File: src/rtl/sotp_pkg.sv
package sotp_pkg;

   // Result status codes
   localparam logic [1:0] STATUS_OK     = 2'd0;
   localparam logic [1:0] STATUS_SHORT  = 2'd1;
   localparam logic [1:0] STATUS_LENGTH = 2'd2;

   localparam logic [29:0] MAX_ELEMENTS_RESET = 30'd1024;

   // Result queue: two entries of headroom for one header byte, two for the output side.
   localparam int QUEUE_DEPTH = 4;
   localparam int QUEUE_PTR_W = $clog2(QUEUE_DEPTH);
   localparam int QUEUE_CNT_W = $clog2(QUEUE_DEPTH + 1);

   typedef struct packed {
      logic [7:0]  data_byte;
      logic        list_start;
      logic [31:0] buffer_size;
   } req_payload_type;

   typedef struct packed {
      logic [29:0] element_index;
      logic [31:0] slice_start;
      logic [31:0] slice_length;
      logic [29:0] element_count;
      logic [1:0]  status;
      logic        last;
   } rsp_payload_type;

   function automatic rsp_payload_type make_rsp(
      input logic [29:0] index,
      input logic [31:0] start,
      input logic [31:0] size,
      input logic [29:0] count,
      input logic [1:0]  status,
      input logic        last
   );
      rsp_payload_type r;
      r.element_index = index;
      r.slice_start   = start;
      r.slice_length  = size;
      r.element_count = count;
      r.status        = status;
      r.last          = last;
      return r;
   endfunction

endpackage

File: src/rtl/ssz_offset_table_parser_top.sv
// Channel   Direction  Handshake            Beat contents
// req_      in         req_valid/req_ready  one header byte, list start mark, buffer size
// rsp_      out        rsp_valid/rsp_ready  one slice report or error code
// csr_      in         csr_valid/csr_ready  max_elements (30 bits)
//
// Each request beat is decoded in the cycle it is accepted: the parser state and
// up to two result beats are written at that edge, the results into a four-entry
// queue that drives the response channel. One request beat per cycle is sustained
// while the queue holds two or fewer results; a stalled response side fills the
// queue and then holds req_ready low. csr_ready is always high. Reset is
// synchronous and leaves the parser idle, waiting for a list start, with
// max_elements at 1024.
module ssz_offset_table_parser_top (
   input  logic                      clock,
   input  logic                      reset,
   input  logic                      req_valid,
   output logic                      req_ready,
   input  sotp_pkg::req_payload_type req_data,
   output logic                      rsp_valid,
   input  logic                      rsp_ready,
   output sotp_pkg::rsp_payload_type rsp_data,
   input  logic                      csr_valid,
   output logic                      csr_ready,
   input  logic [29:0]               csr_data
);
   import sotp_pkg::*;

   // Configuration register
   logic [29:0] max_elements_ff;

   // Parser state
   logic [23:0] byte_buffer_ff,     byte_buffer_in;
   logic [1:0]  byte_phase_ff,      byte_phase_in;
   logic [31:0] bytes_seen_ff,      bytes_seen_in;
   logic [31:0] total_size_ff,      total_size_in;
   logic [31:0] previous_offset_ff, previous_offset_in;
   logic [29:0] count_held_ff,      count_held_in;
   logic [29:0] next_index_ff,      next_index_in;
   logic        list_done_ff,       list_done_in;

   // Result queue
   rsp_payload_type           queue_ff [QUEUE_DEPTH];
   logic [QUEUE_PTR_W-1:0]    wr_ptr_ff, wr_ptr_in;
   logic [QUEUE_PTR_W-1:0]    rd_ptr_ff, rd_ptr_in;
   logic [QUEUE_CNT_W-1:0]    fill_ff,   fill_in;

   logic            req_accept;
   logic            rsp_pop;
   rsp_payload_type res0;
   rsp_payload_type res1;
   logic [1:0]      res_count;
   logic [31:0]     offset;
   logic            too_short;

   assign csr_ready  = 1'b1;
   // Room for the two results that a single byte can raise.
   assign req_ready  = fill_ff <= QUEUE_CNT_W'(QUEUE_DEPTH - 2);
   assign req_accept = req_valid && req_ready;
   assign rsp_valid  = fill_ff != '0;
   assign rsp_data   = queue_ff[rd_ptr_ff];
   assign rsp_pop    = rsp_valid && rsp_ready;

   // Decode of one header byte. Blocking updates let a list start clear the
   // state before the same byte is looked at.
   always_comb begin
      byte_buffer_in     = byte_buffer_ff;
      byte_phase_in      = byte_phase_ff;
      bytes_seen_in      = bytes_seen_ff;
      total_size_in      = total_size_ff;
      previous_offset_in = previous_offset_ff;
      count_held_in      = count_held_ff;
      next_index_in      = next_index_ff;
      list_done_in       = list_done_ff;
      res0               = '0;
      res1               = '0;
      res_count          = 2'd0;
      offset             = '0;
      too_short          = 1'b0;

      if (req_accept) begin
         if (req_data.list_start) begin
            total_size_in      = req_data.buffer_size;
            byte_buffer_in     = '0;
            byte_phase_in      = '0;
            bytes_seen_in      = '0;
            previous_offset_in = '0;
            count_held_in      = '0;
            next_index_in      = '0;
            list_done_in       = 1'b0;
            if (req_data.buffer_size == 32'd0) begin
               // An empty list is complete before any byte arrives.
               res0         = make_rsp('0, '0, '0, '0, STATUS_OK, 1'b1);
               res_count    = 2'd1;
               list_done_in = 1'b1;
            end else if (req_data.buffer_size < 32'd4) begin
               res0         = make_rsp('0, '0, '0, '0, STATUS_SHORT, 1'b1);
               res_count    = 2'd1;
               list_done_in = 1'b1;
            end
         end

         if (!list_done_in) begin
            bytes_seen_in = bytes_seen_in + 32'd1;
            // Another offset must still fit inside the buffer.
            too_short = ({1'b0, bytes_seen_in} + 33'd4) > {1'b0, total_size_in};
            if (byte_phase_in != 2'd3) begin
               byte_buffer_in = byte_buffer_in
                              | (24'(req_data.data_byte) << {byte_phase_in, 3'b000});
               byte_phase_in  = byte_phase_in + 2'd1;
            end else begin
               offset         = {req_data.data_byte, byte_buffer_in};
               byte_buffer_in = '0;
               byte_phase_in  = '0;
               if (bytes_seen_in == 32'd4) begin
                  // The first offset gives the element count.
                  if (offset[1:0] != 2'd0) begin
                     res0         = make_rsp(next_index_in, '0, '0, '0, STATUS_LENGTH, 1'b1);
                     res_count    = 2'd1;
                     list_done_in = 1'b1;
                  end else if (offset[31:2] > max_elements_ff) begin
                     res0 = make_rsp(next_index_in, '0, '0, offset[31:2], STATUS_LENGTH, 1'b1);
                     res_count    = 2'd1;
                     list_done_in = 1'b1;
                  end else if (offset[31:2] == 30'd0) begin
                     res0         = make_rsp('0, '0, '0, '0, STATUS_OK, 1'b1);
                     res_count    = 2'd1;
                     list_done_in = 1'b1;
                  end else begin
                     count_held_in      = offset[31:2];
                     previous_offset_in = offset;
                     next_index_in      = '0;
                     if (count_held_in == 30'd1) begin
                        // A single element runs to the end of the buffer.
                        if (total_size_in < offset) begin
                           res0 = make_rsp(next_index_in, '0, '0, count_held_in,
                                           STATUS_LENGTH, 1'b1);
                        end else begin
                           res0 = make_rsp(next_index_in, offset, total_size_in - offset,
                                           count_held_in, STATUS_OK, 1'b1);
                        end
                        res_count    = 2'd1;
                        list_done_in = 1'b1;
                     end else if (too_short) begin
                        res0 = make_rsp(next_index_in, '0, '0, count_held_in,
                                        STATUS_SHORT, 1'b1);
                        res_count    = 2'd1;
                        list_done_in = 1'b1;
                     end
                  end
               end else begin
                  // A later offset closes the current slice.
                  if (offset < previous_offset_in || offset > total_size_in) begin
                     res0 = make_rsp(next_index_in, '0, '0, count_held_in,
                                     STATUS_LENGTH, 1'b1);
                     res_count    = 2'd1;
                     list_done_in = 1'b1;
                  end else begin
                     res0 = make_rsp(next_index_in, previous_offset_in,
                                     offset - previous_offset_in, count_held_in,
                                     STATUS_OK, 1'b0);
                     res_count          = 2'd1;
                     previous_offset_in = offset;
                     next_index_in      = next_index_in + 30'd1;
                     if (next_index_in == count_held_in - 30'd1) begin
                        // The final slice ends at the buffer size.
                        res1 = make_rsp(next_index_in, offset, total_size_in - offset,
                                        count_held_in, STATUS_OK, 1'b1);
                        res_count    = 2'd2;
                        list_done_in = 1'b1;
                     end else if (too_short) begin
                        res1 = make_rsp(next_index_in, '0, '0, count_held_in,
                                        STATUS_SHORT, 1'b1);
                        res_count    = 2'd2;
                        list_done_in = 1'b1;
                     end
                  end
               end
            end
         end
      end
   end

   // Queue pointers and fill level.
   always_comb begin
      wr_ptr_in = wr_ptr_ff + QUEUE_PTR_W'(res_count);
      rd_ptr_in = rsp_pop ? rd_ptr_ff + QUEUE_PTR_W'(1) : rd_ptr_ff;
      fill_in   = fill_ff + QUEUE_CNT_W'(res_count) - QUEUE_CNT_W'(rsp_pop);
   end

   always_ff @(posedge clock) begin
      if (res_count != 2'd0) begin
         queue_ff[wr_ptr_ff] <= res0;
      end
      if (res_count == 2'd2) begin
         queue_ff[wr_ptr_ff + QUEUE_PTR_W'(1)] <= res1;
      end
   end

   always_ff @(posedge clock) begin
      if (reset) begin
         max_elements_ff    <= MAX_ELEMENTS_RESET;
         byte_buffer_ff     <= '0;
         byte_phase_ff      <= '0;
         bytes_seen_ff      <= '0;
         total_size_ff      <= '0;
         previous_offset_ff <= '0;
         count_held_ff      <= '0;
         next_index_ff      <= '0;
         list_done_ff       <= 1'b1;
         wr_ptr_ff          <= '0;
         rd_ptr_ff          <= '0;
         fill_ff            <= '0;
      end else begin
         if (csr_valid && csr_ready) begin
            max_elements_ff <= csr_data;
         end
         byte_buffer_ff     <= byte_buffer_in;
         byte_phase_ff      <= byte_phase_in;
         bytes_seen_ff      <= bytes_seen_in;
         total_size_ff      <= total_size_in;
         previous_offset_ff <= previous_offset_in;
         count_held_ff      <= count_held_in;
         next_index_ff      <= next_index_in;
         list_done_ff       <= list_done_in;
         wr_ptr_ff          <= wr_ptr_in;
         rd_ptr_ff          <= rd_ptr_in;
         fill_ff            <= fill_in;
      end
   end

endmodule

File: config.mk
export PLATFORM = sky130hd
export DESIGN_NAME = ssz_offset_table_parser_top
export DESIGN_NICKNAME = d
export VERILOG_FILES = /design/src/rtl/sotp_pkg.sv /design/src/rtl/ssz_offset_table_parser_top.sv
export SDC_FILE = /design/constraint.sdc
export NUM_CORES = 2
export LEC_CHECK = 0
export BUFFER_PORTS_ARGS = -buffer_cell sky130_fd_sc_hd__buf_2
export CORE_MARGIN = 1
export CORE_UTILIZATION = 40
export CTS_CLUSTER_DIAMETER = 120
export DETAILED_ROUTE_END_ITERATION = 10
export HOLD_SLACK_MARGIN = 0.03
export PLACE_DENSITY = 0.56
export SETUP_SLACK_MARGIN = 0.15
export SKIP_CTS_REPAIR_TIMING = 1
export SLEW_MARGIN = 5
export SYNTH_ARGS = -nofsm -noshare
export SYNTH_HDL_FRONTEND = slang
export SYNTH_SLANG_ARGS = --single-unit
File: constraint.sdc
create_clock -name clock -period 11.1 [get_ports clock]
set_input_delay 1.665 -clock clock [delete_from_list [all_inputs] [get_ports clock]]
set_output_delay 1.665 -clock clock [all_outputs]
set_load 0.01 [all_outputs]
==> summary.txt <==
Status - finished, final reports clean
Area Overhead vs Synth - 11.19%
CTS sink cnt - 730
Arr. time, crit path - 9430 ps
Iteration-0 DRC Markers - 4779
ANT nets after route - 0
Met1 Wirelength - 69820 um
Crit path max fanout - 55
Die X - 331.1 um
Critical Path Sink Type - register
Nets@finish - 4530
Chip height - 331.1 um
Total wire length - 168800 um
Leakage Power - 16.34 nW
Met3 Wirelength - 17900 um
Vias per inst - 6.436
Async set or reset register ratio after synthesis - 0%
Reg2reg start - bytes_seen_ff[0]
Period utilization - 81.28%
Worst-Skew Late Latency - 690 ps
CP startpoint - req_data[32]
TritonCTS clock tree - yes
Cells after synthesis - 4279
Post-synth top area share - 34.94%
First-pass GRT wire length - 241500 um
Mapped Avg Cell Area - 10.12 um2
RSZ-0062 raised after global routing - no
Post-synthesis cell area - 43320 um2
Clk slew on worst S/H paths - 60 ps
Area leader, netlist - edfxtp_1
Cell area power density - 161.3 nW/um2
Post-Syn Nets - 4494
Met2 wire length - 73510 um
IO Pins - 206
Max-cap violation count - 0
Endpoints failing setup - 0
Layout cells sized above 1 - 14.71%
Vias in the first global route - 34461
Critical path class - primary input to register
Startpoint type of the worst setup path - primary input
Drc violations - 0
Initial antenna violation count - 2
DP Wirelength - 114200 um
Synth top cells by count - edfxtp_1, nor2_1, nand2_1
Synth top area cells - edfxtp_1, dfxtp_1, mux4_2
Final TNS setup - 0 ps
Final Hold Fails - 0
Top Layer Used - met4
# H-tree levels - 3
Worst path required time - 11510 ps
Via Count - 37273
Root Driver - clkbuf_16
Top-count cell post-synth - edfxtp_1
Sequential share of the synthesized area - 45.38%
DRT Pass-1 Iters - 7
Maximum vdd drop - 0.0001562 V
Post-synth EDFFs - 504
Final slew viol count - 0
Overflow after GRT - 0
GRT Overall Usage - 30.00%
Port bufs - 204
Die Area - 109600 um2
CTS Buf Count - 83
HP Start - queue_ff[2][2]
Initial Util - 40.41%
Slew HR - 5.693%
Finished Cell Area - 48160 um2
Setup Skew - 53.56 ps
Worst Tran Pin Value - 1415 ps
Largest net degree at the start of global routing - 100
Register-to-register setup slack - 2960 ps
Placed inst area - 45400 um2
Ys Warns - 0
Synth cell types - 106
HP Class - register to register
Synth Register Bits - 730
Routability Congestion - 0.9705
Top_reg_cell synth - edfxtp_1
Routed length per instance - 29.14 um
Core footprint - 107200 um2
Max Buffers Root-to-Sink - 3
Post-layout min period - 9022 ps
Maximum clock rate - 0.1108 GHz
Row count - 120
## where the power goes
part / leakage (nW) / switching, mW / internal (mW)
Clock: 1.35 / 1.22 / 1.62
Combinational: 8.21 / 1.12 / 0.707
Sequential: 6.79 / 0.111 / 2.99
## state kept, by name, summed over array words and instances (netlist names), 3 cells and up, named ones only
signal and count:
byte_buffer_ff 24, bytes_seen_ff 32, count_held_ff 30, fill_ff 3, max_elements_ff 30, next_index_ff 30, previous_offset_ff 32, queue_ff 508
total_size_ff 32
## path summary, 6_finish.rpt
kind              cells past startpoint              end
setup / recovery                     25  queue_ff[1][32]
hold / removal                        2   queue_ff[2][2]
setup reg to reg                     24  queue_ff[1][32]
hold reg to reg                       2   queue_ff[2][2]
## worst max-delay path, cell delays in order
cell     delay [ps]
buf_6           200
nor2b_1         280
ha_1            460
nor2b_1         370
nand4_1         220
xnor2_1         350
nand3_1         150
nor4_1          500
nand4_1         250
or3_1           520
or4b_2          710
xnor2_1         150
ha_1            300
nand2_1          50
nor3_1          130
nand3_1          90
o21ai_0          90
a21oi_1          60
a31o_2          370
nor4b_4         400
o32a_1          550
a31oi_4         150
a21oi_1         930
buf_4           310
o22ai_1          90
## metal layers
metal | global-route usage [%] | up-vias
met5 | 0 | -
met4 | 12.31 | 0
li1 | - | 16359
met1 | 41.33 | 18341
met2 | 45.21 | 2153
met3 | 7.065 | 420
## logic make-up (layout without fill, tap and decap cells)
kind of cell               Yosys count  in the layout  share of synthesized area, %
adders and majority gates          139            139                         4.067
AOI/OAI and AO/OA                 1242           1242                         18.91
buffers and inverters              492            598                         5.000
DFF                                730            730                         45.38
and+or+nand+nor                   1295           1295                         14.66
muxes                              198            198                         8.255
xor gates and xnor gates           182            182                         3.712
other                                1              4                      0.008657
## per-stage QoR
step / power [mW] / hold WS [ps] / setup WS (ps) / utilization, % / cells
6_report: 7.769 / 456.3 / 2078 / 44.93 / 5791
5_1_grt: 8.009 / 482.9 / 1490 / 44.92 / 5788
4_1_cts: 7.786 / 454.2 / 2200 / 44.92 / 5788
3_5_place_dp: 4.974 / 446.3 / 1490 / 42.35 / 5633
3_3_place_gp: 4.969 / 438.6 / 1668 / 42.35 / 5633
2_1_floorplan: 4.267 / 426.2 / 422.5 / - / 4279
## cell usage in the layout, fill, tap and decap left out, drive strengths merged, types with 69 or more instances in the layout
master / instances
a21o: 69
a21oi: 229
a22oi: 128
buf: 299
clkbuf: 103
dfxtp: 226
edfxtp: 504
ha: 136
inv: 149
mux4: 127
nand2: 346
nand3: 121
nor2: 382
nor2b: 81
nor3: 70
o21ai: 255
o22ai: 267
xnor2: 127
## area by class of cell
class	instances	area [um2]
sequential	730	19670
clock buffer	103	2223
antenna	3	7.507
inverter	144	545.5
tap	1403	1755
multi-input combinational	3057	21650
timing repair buffer	299	1784
clock inverter	52	528.0
fill	10312	59040
No activity file was read; power rests on OpenSTA's default activity.
